--- config.mk ---
export PLATFORM = sky130hd
export DESIGN_NAME = image_header_dimension_sniffer
export DESIGN_NICKNAME = d
export VERILOG_FILES = /design/src/hdl/ihds_pkg.sv /design/src/hdl/image_header_dimension_sniffer.sv
export SDC_FILE = /design/constraint.sdc
export NUM_CORES = 1
export LEC_CHECK = 0
export ABC_AREA = 1
export BUFFER_PORTS_ARGS = -buffer_cell sky130_fd_sc_hd__buf_2
export CAP_MARGIN = 0
export CORE_MARGIN = 5
export CORE_UTILIZATION = 55
export DETAILED_ROUTE_END_ITERATION = 10
export PLACE_DENSITY = 0.75
export SLEW_MARGIN = 20
export SYNTH_ARGS = -nofsm -noshare
export SYNTH_HDL_FRONTEND = slang
export SYNTH_SLANG_ARGS = --single-unit
--- constraint.sdc ---
create_clock -name clk -period 8.25 [get_ports clk]
set_clock_uncertainty 0.2 [all_clocks]
set_input_delay 0 -clock clk [delete_from_list [all_inputs] [get_ports clk]]
set_output_delay 0 -clock clk [all_outputs]
set_load 0.01 [all_outputs]
--- src/hdl/ihds_pkg.sv ---
// Types, constants and codes for the image header dimension sniffer.
package ihds_pkg;

  localparam int POSITION_BITS = 32;
  localparam int HEADER_BYTES  = 24;
  localparam int CAPTURE_BYTES = 9;
  localparam int HDR_IDX_W     = $clog2(HEADER_BYTES);
  localparam int CAP_IDX_W     = $clog2(CAPTURE_BYTES + 1);
  localparam int SUM_BITS      = POSITION_BITS + 1;

  typedef logic [POSITION_BITS-1:0] pos_t;
  typedef logic [SUM_BITS-1:0]      sum_t;
  typedef logic [CAP_IDX_W-1:0]     cap_idx_t;

  localparam pos_t POS_MAX = {POSITION_BITS{1'b1}};

  // Byte positions within the header
  localparam int LEN_LO_POS  = 5;
  localparam int LEN_HI_POS  = 4;
  localparam int MARKER_HEAD = 4;
  localparam int MIN_SEG_LEN = 4;

  // Walk phases
  localparam logic [2:0] PH_IDLE    = 3'd0;
  localparam logic [2:0] PH_SEEK    = 3'd1;
  localparam logic [2:0] PH_CAPTURE = 3'd2;
  localparam logic [2:0] PH_FOUND   = 3'd3;
  localparam logic [2:0] PH_FAILED  = 3'd4;

  // Format codes
  localparam logic [2:0] FMT_NONE = 3'd0;
  localparam logic [2:0] FMT_JFIF = 3'd1;
  localparam logic [2:0] FMT_JPEG = 3'd2;
  localparam logic [2:0] FMT_GIF  = 3'd3;
  localparam logic [2:0] FMT_PNG  = 3'd4;

  // Signature bytes
  localparam logic [7:0] B_FF  = 8'hFF;
  localparam logic [7:0] B_D8  = 8'hD8;
  localparam logic [7:0] B_E0  = 8'hE0;
  localparam logic [7:0] B_C0  = 8'hC0;
  localparam logic [7:0] B_89  = 8'h89;
  localparam logic [7:0] B_0D  = 8'h0D;
  localparam logic [7:0] B_0A  = 8'h0A;
  localparam logic [7:0] B_1A  = 8'h1A;
  localparam logic [7:0] B_00  = 8'h00;
  localparam logic [7:0] CH_J  = 8'h4A;
  localparam logic [7:0] CH_F  = 8'h46;
  localparam logic [7:0] CH_I  = 8'h49;
  localparam logic [7:0] CH_G  = 8'h47;
  localparam logic [7:0] CH_P  = 8'h50;
  localparam logic [7:0] CH_N  = 8'h4E;
  localparam logic [7:0] CH_H  = 8'h48;
  localparam logic [7:0] CH_D  = 8'h44;
  localparam logic [7:0] CH_R  = 8'h52;

  typedef struct packed {
    logic [7:0] data_byte;
    logic       first_byte;
    logic       last_byte;
  } byte_beat_t;

  typedef struct packed {
    logic        found;
    logic [2:0]  format_code;
    logic [31:0] width;
    logic [31:0] height;
  } result_beat_t;

endpackage

--- src/hdl/image_header_dimension_sniffer.sv ---
// Image header dimension sniffer: top level and all parsing logic.
//
// Usage:
//   Byte channel (byte_valid/byte_stall/byte_data): one file byte per beat,
//   first_byte marks the start of a file, last_byte its end. Bytes arriving
//   without a file open (no first_byte since the last result) are dropped.
//   Result channel (result_valid/result_stall/result_data): one beat per file,
//   issued for the beat carrying last_byte: found, format code, width, height.
//   A byte is taken into the input register and parsed from there; its
//   result is registered in the result register that drives result_valid.
//   Throughput: one byte per cycle while byte_stall is low; the byte position
//   compare and the segment target adder sit in the single parse stage.
//   Reset (rst, synchronous, active high) empties both registers and waits
//   for a first byte. While the receiver stalls, the result beat holds and
//   bytes without last_byte keep flowing; a second result waits in the
//   input register and byte_stall rises until the result register frees.
//   Files under 24 bytes report not found.
module image_header_dimension_sniffer (
  input  logic                   clk,
  input  logic                   rst,
  input  logic                   byte_valid,
  output logic                   byte_stall,
  input  ihds_pkg::byte_beat_t   byte_data,
  output logic                   result_valid,
  input  logic                   result_stall,
  output ihds_pkg::result_beat_t result_data
);

  // Input register
  logic                 s1_valid;
  ihds_pkg::byte_beat_t s1;

  // Parse state
  ihds_pkg::pos_t     byte_position;
  ihds_pkg::pos_t     segment_target;
  ihds_pkg::cap_idx_t capture_index;
  logic               result_done;
  logic [2:0]         phase;
  logic [7:0]         header_store   [ihds_pkg::HEADER_BYTES];
  logic [7:0]         marker_capture [ihds_pkg::CAPTURE_BYTES];

  // Next values
  ihds_pkg::pos_t     byte_position_next;
  ihds_pkg::pos_t     segment_target_next;
  ihds_pkg::cap_idx_t capture_index_next;
  logic [2:0]         phase_next;
  logic [7:0]         header_store_next   [ihds_pkg::HEADER_BYTES];
  logic [7:0]         marker_capture_next [ihds_pkg::CAPTURE_BYTES];

  logic                   active;
  logic                   gives_result;
  logic                   s1_fire;
  logic                   out_free;
  ihds_pkg::pos_t         pos_eff;
  ihds_pkg::pos_t         tgt_eff;
  logic [15:0]            seg_len;
  ihds_pkg::sum_t         tgt_sum;
  logic                   is_jfif;
  logic                   is_jpeg;
  logic                   is_gif;
  logic                   is_png;
  logic                   long_enough;
  ihds_pkg::result_beat_t res_c;

  assign active       = s1.first_byte || !result_done;
  assign gives_result = s1_valid && active && s1.last_byte;
  assign out_free     = !result_valid || !result_stall;
  assign s1_fire      = s1_valid && (!gives_result || out_free);
  assign byte_stall   = s1_valid && !s1_fire;

  // Walk and header capture for the byte in the input register
  always_comb begin
    pos_eff             = s1.first_byte ? '0 : byte_position;
    tgt_eff             = s1.first_byte ? '0 : segment_target;
    capture_index_next  = s1.first_byte ? '0 : capture_index;
    phase_next          = s1.first_byte ? ihds_pkg::PH_IDLE : phase;
    segment_target_next = tgt_eff;
    header_store_next   = header_store;
    marker_capture_next = marker_capture;
    seg_len             = '0;
    tgt_sum             = '0;

    if (pos_eff < ihds_pkg::pos_t'(ihds_pkg::HEADER_BYTES)) begin
      header_store_next[pos_eff[ihds_pkg::HDR_IDX_W-1:0]] = s1.data_byte;
    end

    if (pos_eff == ihds_pkg::pos_t'(ihds_pkg::LEN_LO_POS)) begin
      seg_len = {header_store[ihds_pkg::LEN_HI_POS], s1.data_byte};
      tgt_sum = ihds_pkg::sum_t'(ihds_pkg::MARKER_HEAD) + ihds_pkg::sum_t'(seg_len);
      if (seg_len < 16'(ihds_pkg::MIN_SEG_LEN)) begin
        phase_next = ihds_pkg::PH_FAILED;
      end else begin
        segment_target_next = ihds_pkg::pos_t'(tgt_sum);
        phase_next = (tgt_sum >= ihds_pkg::sum_t'(ihds_pkg::POS_MAX)) ?
                     ihds_pkg::PH_FAILED : ihds_pkg::PH_SEEK;
      end
    end else begin
      if (phase_next == ihds_pkg::PH_SEEK && pos_eff == tgt_eff) begin
        phase_next         = ihds_pkg::PH_CAPTURE;
        capture_index_next = '0;
      end
      if (phase_next == ihds_pkg::PH_CAPTURE) begin
        if (capture_index_next < ihds_pkg::cap_idx_t'(ihds_pkg::CAPTURE_BYTES)) begin
          marker_capture_next[capture_index_next] = s1.data_byte;
        end
        capture_index_next = capture_index_next + 1'b1;
        if (capture_index_next == ihds_pkg::cap_idx_t'(ihds_pkg::MARKER_HEAD)) begin
          if (marker_capture_next[0] != ihds_pkg::B_FF) begin
            phase_next = ihds_pkg::PH_FAILED;
          end else if (marker_capture_next[1] != ihds_pkg::B_C0) begin
            seg_len = {marker_capture_next[2], marker_capture_next[3]};
            tgt_sum = ihds_pkg::sum_t'(tgt_eff) + ihds_pkg::sum_t'(seg_len);
            if (seg_len < 16'(ihds_pkg::MIN_SEG_LEN)) begin
              phase_next = ihds_pkg::PH_FAILED;
            end else begin
              segment_target_next = ihds_pkg::pos_t'(tgt_sum);
              phase_next = (tgt_sum >= ihds_pkg::sum_t'(ihds_pkg::POS_MAX)) ?
                           ihds_pkg::PH_FAILED : ihds_pkg::PH_SEEK;
            end
          end
        end else if (capture_index_next >=
                     ihds_pkg::cap_idx_t'(ihds_pkg::CAPTURE_BYTES)) begin
          phase_next = ihds_pkg::PH_FOUND;
        end
      end
    end

    // Hold the position on the last byte, else advance and saturate
    if (s1.last_byte || pos_eff == ihds_pkg::POS_MAX) begin
      byte_position_next = pos_eff;
    end else begin
      byte_position_next = pos_eff + 1'b1;
    end
  end

  // Format decision, on the header as it stands after this byte
  always_comb begin
    long_enough = pos_eff >= ihds_pkg::pos_t'(ihds_pkg::HEADER_BYTES - 1);
    is_jpeg = header_store_next[0] == ihds_pkg::B_FF &&
              header_store_next[1] == ihds_pkg::B_D8 &&
              header_store_next[2] == ihds_pkg::B_FF;
    is_jfif = is_jpeg && header_store_next[3] == ihds_pkg::B_E0 &&
              header_store_next[6] == ihds_pkg::CH_J &&
              header_store_next[7] == ihds_pkg::CH_F &&
              header_store_next[8] == ihds_pkg::CH_I &&
              header_store_next[9] == ihds_pkg::CH_F &&
              header_store_next[10] == ihds_pkg::B_00;
    is_gif  = header_store_next[0] == ihds_pkg::CH_G &&
              header_store_next[1] == ihds_pkg::CH_I &&
              header_store_next[2] == ihds_pkg::CH_F;
    is_png  = header_store_next[0] == ihds_pkg::B_89 &&
              header_store_next[1] == ihds_pkg::CH_P &&
              header_store_next[2] == ihds_pkg::CH_N &&
              header_store_next[3] == ihds_pkg::CH_G &&
              header_store_next[4] == ihds_pkg::B_0D &&
              header_store_next[5] == ihds_pkg::B_0A &&
              header_store_next[6] == ihds_pkg::B_1A &&
              header_store_next[7] == ihds_pkg::B_0A &&
              header_store_next[12] == ihds_pkg::CH_I &&
              header_store_next[13] == ihds_pkg::CH_H &&
              header_store_next[14] == ihds_pkg::CH_D &&
              header_store_next[15] == ihds_pkg::CH_R;

    res_c = '0;
    if (long_enough) begin
      if (is_jfif) begin
        // A JFIF header without a completed walk reports nothing
        if (phase_next == ihds_pkg::PH_FOUND) begin
          res_c.format_code = ihds_pkg::FMT_JFIF;
          res_c.height = {16'h0000, marker_capture_next[5], marker_capture_next[6]};
          res_c.width  = {16'h0000, marker_capture_next[7], marker_capture_next[8]};
        end
      end else if (is_jpeg) begin
        res_c.format_code = ihds_pkg::FMT_JPEG;
        res_c.height = {16'h0000, header_store_next[7], header_store_next[8]};
        res_c.width  = {16'h0000, header_store_next[9], header_store_next[10]};
      end else if (is_gif) begin
        res_c.format_code = ihds_pkg::FMT_GIF;
        res_c.width  = {16'h0000, header_store_next[7], header_store_next[6]};
        res_c.height = {16'h0000, header_store_next[9], header_store_next[8]};
      end else if (is_png) begin
        res_c.format_code = ihds_pkg::FMT_PNG;
        res_c.width  = {header_store_next[16], header_store_next[17],
                        header_store_next[18], header_store_next[19]};
        res_c.height = {header_store_next[20], header_store_next[21],
                        header_store_next[22], header_store_next[23]};
      end
    end
    res_c.found = res_c.format_code != ihds_pkg::FMT_NONE;
  end

  // Input register
  always_ff @(posedge clk) begin
    if (rst) begin
      s1_valid <= 1'b0;
    end else if (!byte_stall) begin
      s1_valid <= byte_valid;
    end
    if (!byte_stall && byte_valid) begin
      s1 <= byte_data;
    end
  end

  // Parse state
  always_ff @(posedge clk) begin
    if (rst) begin
      byte_position  <= '0;
      segment_target <= '0;
      capture_index  <= '0;
      result_done    <= 1'b1;
      phase          <= ihds_pkg::PH_IDLE;
    end else if (s1_fire && active) begin
      byte_position  <= byte_position_next;
      segment_target <= segment_target_next;
      capture_index  <= capture_index_next;
      result_done    <= s1.last_byte;
      phase          <= phase_next;
    end
    if (s1_fire && active) begin
      header_store   <= header_store_next;
      marker_capture <= marker_capture_next;
    end
  end

  // Result register
  always_ff @(posedge clk) begin
    if (rst) begin
      result_valid <= 1'b0;
    end else if (s1_fire && gives_result) begin
      result_valid <= 1'b1;
    end else if (!result_stall) begin
      result_valid <= 1'b0;
    end
    if (s1_fire && gives_result) begin
      result_data <= res_c;
    end
  end

endmodule

Yosys cells after proc, flatten, opt, wreduce, memory -nomap -nowiden
Index checks and enable logic that the tools add are counted.
{"block": "classes", "n_addsub": 4, "magnitude_cmp": 12, "eq_ne": 34, "muxes": 48, "bitwise_logic": 3, "n_reduce_logical": 46}
{"op": "2-to-1 mux 32 bit", "count": 12}
{"op": "2-to-1 mux 67 bit", "count": 5}
{"op": "2-to-1 mux 72 bit", "count": 3}
{"op": "bitwise mux 192 bit", "count": 1}
{"op": "2-to-1 mux 192 bit", "count": 1}
{"op": "== test 8 x 7 -> 1 bit, second input constant", "count": 14}
{"op": "bitwise mux 72 bit", "count": 1}
{"op": "2-to-1 mux 65 bit", "count": 1}
{"op": "demux 8 bit (select 5 bit)", "count": 1}
{"op": "== test 8 bit, second input constant", "count": 5}
{"op": "2-to-1 mux 3 bit", "count": 13}
{"op": "adder 32 x 16 -> 33 bit", "count": 1}
{"op": ">= comparator 33 x 32 -> 1 bit, second input constant", "count": 1}
{"op": "adder 32 x 1 -> 32 bit, second input constant", "count": 1}
{"op": "demux 8 bit (select 4 bit)", "count": 1}
{"op": "== test 32 x 3 -> 1 bit, second input constant", "count": 1}
{"op": "== test 32 bit", "count": 1}
{"op": "== test 32 bit, second input constant", "count": 1}
{"op": ">= comparator 17 x 32 -> 1 bit, second input constant", "count": 1}
{"op": ">= comparator 32 x 5 -> 1 bit, second input constant", "count": 1}
{"op": "less-than comparator 16 x 3 -> 1 bit, second input constant", "count": 2}
{"op": "less-than comparator 32 x 5 -> 1 bit, second input constant", "count": 1}
{"op": "logical AND 1 bit", "count": 31}
{"op": "== test 8 x 4 -> 1 bit, second input constant", "count": 3}
{"op": "other kinds (28)", "count": 44}
{"block": "totals", "reg_bits": 416, "in_bits": 14, "out_inout_bits": 70, "word_cells": 194}

Depth between registers and ports, before layout
{"block": "logic_depth", "ltp_word": 28, "ltp_mapped": 45, "depth_no_buf": 44}

Worst setup path after synthesis
Ideal clock, no wire load.
{"block": "synth_timing", "path_kind": "register to register", "from": "register s1[1] (netlist bit)", "to": "register phase[0]", "setup_ns": 0.401, "arrival_time_ns": 7.628, "required_time_ns": 7.649, "slack_ns": 0.021, "stages_incl_launch_ff": 10, "path_buffers": 3, "synth_period_minus_slack_ns": 8.229, "path_cell_list": "edfxtp_1 -> inv_2 -> buf_6 -> buf_6 -> nand2_1 -> nand2_1 -> nor3_1 -> nor2_1 -> clkbuf_1 -> a21oi_1"}
{"block": "synth_between", "elab_chain_cells": 23, "word_cells_on_any_way": 47, "cone_classes": "add/sub (2); order compare (6); eq/ne (7); mux (22); bitwise (1); reduce/logical (9)"}
{"item": "start: declaration", "line_no": "image_header_dimension_sniffer.sv:31", "rtl": "ihds_pkg::byte_beat_t s1;"}
{"item": "start signal: assignment", "line_no": "image_header_dimension_sniffer.sv:200", "rtl": "s1 <= byte_data;"}
{"item": "2-to-1 mux 32 bit, or another cell as far along", "line_no": "image_header_dimension_sniffer.sv:73", "rtl": "pos_eff = s1.first_byte ? '0 : byte_position;"}
{"item": "== test 32 bit or == test 3 x 1 -> 1 bit (tied branches)", "line_no": "image_header_dimension_sniffer.sv:98", "rtl": "if (phase_next == ihds_pkg::PH_SEEK && pos_eff == tgt_eff) begin"}
{"item": "logical AND 1 bit", "line_no": "image_header_dimension_sniffer.sv:98"}
{"item": "2-to-1 mux 4 bit", "line_no": "image_header_dimension_sniffer.sv:98"}
{"item": "2-to-1 mux 4 bit", "line_no": "image_header_dimension_sniffer.sv:87", "rtl": "if (pos_eff == ihds_pkg::pos_t'(ihds_pkg::LEN_LO_POS)) begin"}
{"item": "NOT 4 -> 5 bit (implied by the code)", "line_no": "image_header_dimension_sniffer.sv:104", "rtl": "marker_capture_next[capture_index_next] = s1.data_byte;"}
{"item": ">= comparator 5 bit (implied by the code) or less-than comparator 5 x 1 -> 1 bit (tied branches)", "line_no": "image_header_dimension_sniffer.sv:104"}
{"item": "logical AND 1 bit (implied by the code)", "line_no": "image_header_dimension_sniffer.sv:104"}
{"item": "[7 not listed]"}
{"item": ">= comparator 33 x 32 -> 1 bit", "line_no": "image_header_dimension_sniffer.sv:117", "rtl": "phase_next = (tgt_sum >= ihds_pkg::sum_t'(ihds_pkg::POS_MAX)) ?"}
{"item": "2-to-1 mux 3 bit", "line_no": "image_header_dimension_sniffer.sv:117"}
{"item": "2-to-1 mux 3 bit", "line_no": "image_header_dimension_sniffer.sv:113", "rtl": "if (seg_len < 16'(ihds_pkg::MIN_SEG_LEN)) begin"}
{"item": "2-to-1 mux 3 bit", "line_no": "image_header_dimension_sniffer.sv:110", "rtl": "end else if (marker_capture_next[1] != ihds_pkg::B_C0) begin"}
{"item": "2-to-1 mux 3 bit", "line_no": "image_header_dimension_sniffer.sv:108", "rtl": "if (marker_capture_next[0] != ihds_pkg::B_FF) begin"}
{"item": "2-to-1 mux 3 bit", "line_no": "image_header_dimension_sniffer.sv:107", "rtl": "if (capture_index_next == ihds_pkg::cap_idx_t'(ihds_pkg::MARKER_HEAD)) begin"}
{"item": "2-to-1 mux 3 bit", "line_no": "image_header_dimension_sniffer.sv:102", "rtl": "if (phase_next == ihds_pkg::PH_CAPTURE) begin"}
{"item": "2-to-1 mux 3 bit", "line_no": "image_header_dimension_sniffer.sv:87"}
{"item": "end signal: assignment", "line_no": "image_header_dimension_sniffer.sv:211", "rtl": "phase <= ihds_pkg::PH_IDLE;"}
{"item": "end signal: assignment", "line_no": "image_header_dimension_sniffer.sv:217", "rtl": "phase <= phase_next;"}
{"item": "end: declaration", "line_no": "image_header_dimension_sniffer.sv:38", "rtl": "logic [2:0] phase;"}
Several ways; a longest one is shown, not always the timed one. The select of a mux whose other input is x is not followed.
A chain may end at the register's enable or synchronous reset.

Worst setup path after layout
{"block": "layout_timing", "from": "register s1[1] (netlist bit)", "to": "register result_data[2] (netlist bit), data pin"}
{"block": "layout_between", "elab_chain_cells": 26, "word_cells_on_any_way": 103, "cone_classes": "add/sub (2); order compare (10); eq/ne (31); mux (33); bitwise (2); reduce/logical (25)"}
{"item": "2-to-1 mux 32 bit, or another cell as far along", "line_no": "image_header_dimension_sniffer.sv:73"}
{"item": "== test 32 bit or == test 3 x 1 -> 1 bit (tied branches)", "line_no": "image_header_dimension_sniffer.sv:98"}
{"item": "logical AND 1 bit", "line_no": "image_header_dimension_sniffer.sv:98"}
{"item": "2-to-1 mux 4 bit", "line_no": "image_header_dimension_sniffer.sv:98"}
{"item": "2-to-1 mux 4 bit", "line_no": "image_header_dimension_sniffer.sv:87"}
{"item": "NOT 4 -> 5 bit (implied by the code)", "line_no": "image_header_dimension_sniffer.sv:104"}
{"item": ">= comparator 5 bit (implied by the code) or less-than comparator 5 x 1 -> 1 bit (tied branches)", "line_no": "image_header_dimension_sniffer.sv:104"}
{"item": "logical AND 1 bit (implied by the code)", "line_no": "image_header_dimension_sniffer.sv:104"}
{"item": "[10 not listed]"}
{"item": "2-to-1 mux 3 bit", "line_no": "image_header_dimension_sniffer.sv:110"}
{"item": "2-to-1 mux 3 bit", "line_no": "image_header_dimension_sniffer.sv:108"}
{"item": "2-to-1 mux 3 bit", "line_no": "image_header_dimension_sniffer.sv:107"}
{"item": "2-to-1 mux 3 bit", "line_no": "image_header_dimension_sniffer.sv:102"}
{"item": "2-to-1 mux 3 bit", "line_no": "image_header_dimension_sniffer.sv:87"}
{"item": "== test 3 x 2 -> 1 bit", "line_no": "image_header_dimension_sniffer.sv:168", "rtl": "if (phase_next == ihds_pkg::PH_FOUND) begin"}
{"item": "2-to-1 mux 65 bit", "line_no": "image_header_dimension_sniffer.sv:168"}
{"item": "2-to-1 mux 67 bit", "line_no": "image_header_dimension_sniffer.sv:166", "rtl": "if (is_jfif) begin"}
{"item": "end signal: assignment", "line_no": "image_header_dimension_sniffer.sv:235", "rtl": "result_data <= res_c;"}
{"item": "end: declaration", "line_no": "image_header_dimension_sniffer.sv:26", "rtl": "output ihds_pkg::result_beat_t result_data"}
Several ways; a longest one is shown, not always the timed one. The select of a mux whose other input is x is not followed.

==> impl_metrics.toml <==
[placed_design]
place.gp.congestion = 0.967
placedInstanceArea_um2 = 24200
dp_hpwl_mm = 48.6
pre_cts_slack_ps = 1010
portBuffers = 83

[clock_network]
insertion_delay_ps = 590
path_clk_slew_ps = 60
numCtsBuffers = 44
postCtsSetupBuffers = 0
clock_sinks = 400
h-tree-depth = 2
cts_resized = 0
cts_hold_buffers = 27
clockBufferDepth = 3
cts_tree = "yes"
clock-root-buffer = "clkbuf_16"

[run_status]
status = "finished, final reports clean"

[hold_path]
hold_path_depth = 2
min_to = "segment_target[22]"
min_path_type = "register to register"
worstHoldStart = "segment_target[22]"

[setup_path]
endpoint_kind = "register"
crit_type = "register to register"
regToRegSetupSlack_ps = 870
timing.rr.end = "result_data[2]"
rr_worst_depth = 35
cp_common_cell = "nand2_1"
cp_slowest_cell = "a21oi_4"
cp.required_ps = 8500
start_kind = "register"
worst-path-max-fanout = 38
r2r_start = "s1[1]"
cp_slowest_stage_delay_ps = 770
critPathArrivalTime_ps = 7630

[power_and_ir_drop]
power.switching_mw = 1.07
clockPowerShare_pct = 44.3
vdd_ir_drop_max_mv = 0.168
share_comb_of_total_power_pct = 6.2
swShare_pct = 23.5
pwr-share-seq_pct = 49.5
power_density_nw_per_um2 = 176
p_leak_nw = 11.0
p_int_mw = 3.48

[floorplanning]
ioPinCount = 84
die-area_um2 = 46700
fp.dieW_um = 216
fp.dieH_um = 216
rows = 75
start_util_pct = 55.6
coreArea_um2 = 42000

[global_routing]
grt_use_total_pct = 29.9
grt_pass1_vias = 20200
antenna_found_initial = 0
grt_max_degree = 90
overflow = 0
grt_pass1_wl_mm = 112

[timing]
tightest_slew_ps = 1150
rsz0062_at_grt = "no"
fin_crit_ps = 7380
worst_slack_ps = 868
hold_ws_ps = 265
final-setup-viol-count = 0
slew_headroom_pct = 23.0
fin_setup_tns_ps = 0
period_share_pct = 89.5
fmax_mhz = 135
maxSlewViolCount = 0
hold_viol = 0

[routing]
wire_per_inst_um = 19.4
final_antenna_net_count = 0
drt-initial-drc-count = 2336
first_pass_iters = 6
drc_errors = 0
wl_mm = 71.9
drt-vias-per-instance = 5.75
dr_total_vias = 21400

[synthesis]
synth_edf_count = 326
syn_area_um2 = 23400
ys_types = 54
syn_inst = 3074
synth_seq_area_share_pct = 48.2
synth_warnings = 0
synth-async-reset-ratio_pct = 0
synth-seq-cells = 400
synthFlopType = "edfxtp_1"
synth_fp_nets = 3118
avgSynthCellArea_um2 = 7.60

[final_layout]
fin_util_pct = 61.6
final_area_um2 = 25900
final_common_cell = "nand2_1"
layout-drive-gt1-share_pct = 7.18
final_cell_mix = "794 x nand2_1, 505 x inv_1, 326 x edfxtp_1, 321 x nor2_1, 276 x o21ai_0"
fin_nets = 3183
diodes = 0
area_growth_pct = 10.8

[job]
cap_viol_max_count = 0
==> worst max path at each step <==
stage / startpoint / to / slack [ps]
CTS: s1[1] / result_data[67] / 910
detailed placement: s1[1] / result_data[67] / 1010
global route: s1[1] / result_data[67] / 180
finish: s1[1] / result_data[2] / 870
floorplan: s1[1] / phase[0] / 20
global placement: s1[1] / result_data[67] / 1000
==> flip-flops by register name (all words and copies together), names as in the netlist <==
name and cells:
result_valid 1, result_data 68, segment_target 32, header_store 184, result_done 1, marker_capture 64, s1_valid 1, capture_index 4
phase 3, s1 10, byte_position 32
==> critical path, delay by kind of cell (launching register included) <==
kind                     cells  cell delay (ps)
buffers and inverters        4              650
AND/OR/NAND/NOR             26             3920
adder cells (fa/ha/maj)      2              690
flip-flops                   1              420
AO/OA/AOI/OAI                3             1320
==> cell type report <==
cell class	count	area [um^2]
fill	3715	16100
sequential	400	11300
multi-input combinational	2030	9590
inverter	513	1930
clock buffer	63	1240
timing repair buffer	150	986
tap	539	674
clock inverter	18	199
==> cell usage after synthesis, types with 3 or more instances <==
master,instances,area share [%]
a21oi_1,113,2.4
a221oi_1,3,0.11
a22oi_1,3,0.096
a31oi_1,16,0.43
buf_1,5,0.080
buf_2,43,0.92
buf_4,5,0.16
buf_6,7,0.34
clkbuf_1,71,1.1
dfxtp_1,74,6.3
edfxtp_1,326,42
ha_1,29,1.6
inv_1,505,8.1
inv_2,8,0.13
mux2i_1,6,0.26
nand2_1,795,13
nand2_2,4,0.11
nand3_1,152,3.3
nand3_2,3,0.13
nand3b_1,3,0.096
nand4_1,67,1.8
nor2_1,325,5.2
nor2_2,11,0.29
nor2_4,4,0.19
nor3_1,44,0.94
nor3b_1,4,0.13
nor4_1,15,0.40
o211ai_1,27,0.87
o21a_1,17,0.55
o21ai_0,276,5.9
o21ai_1,32,0.69
o21bai_1,4,0.13
o22ai_1,35,0.94
xnor2_1,9,0.34
xor2_1,9,0.34
==> logic make-up (layout without fill, tap and decap cells) <==
group	count (synthesis)	count (layout)	synth area share (%)
simple gates	1438	1438	25.7
mux	6	6	0.257
buf+inv	644	744	10.9
xor+xnor	18	18	0.674
flops	400	400	48.2
compound gates	538	538	12.6
fa+ha+maj	30	30	1.64
==> routing by layer <==
metal / track usage (%) / wire (um)
met1: 41.7 / 30200
met2: 48.0 / 32600
met3: 6.00 / 7020
met4: 8.31 / 2080
met5: 0 / 0
==> metrics by stage <==
stage          instances  total power [mW]
2_1_floorplan       3074              2.47
3_3_place_gp        3605              2.55
3_5_place_dp        3605              2.56
4_1_cts             3713              4.57
5_1_grt             3713              4.69
6_report            3713              4.55
==> power by group through the flow <==
stage	sequential, mW	clock [mW]	combinational, mW
global route	2.25	2.13	0.309
floorplan	2.30	0	0.172
CTS	2.25	2.04	0.276
detailed placement	2.29	0	0.265
global placement	2.29	0	0.259
finish	2.25	2.01	0.283
Power figures use the tool's default switching activity.
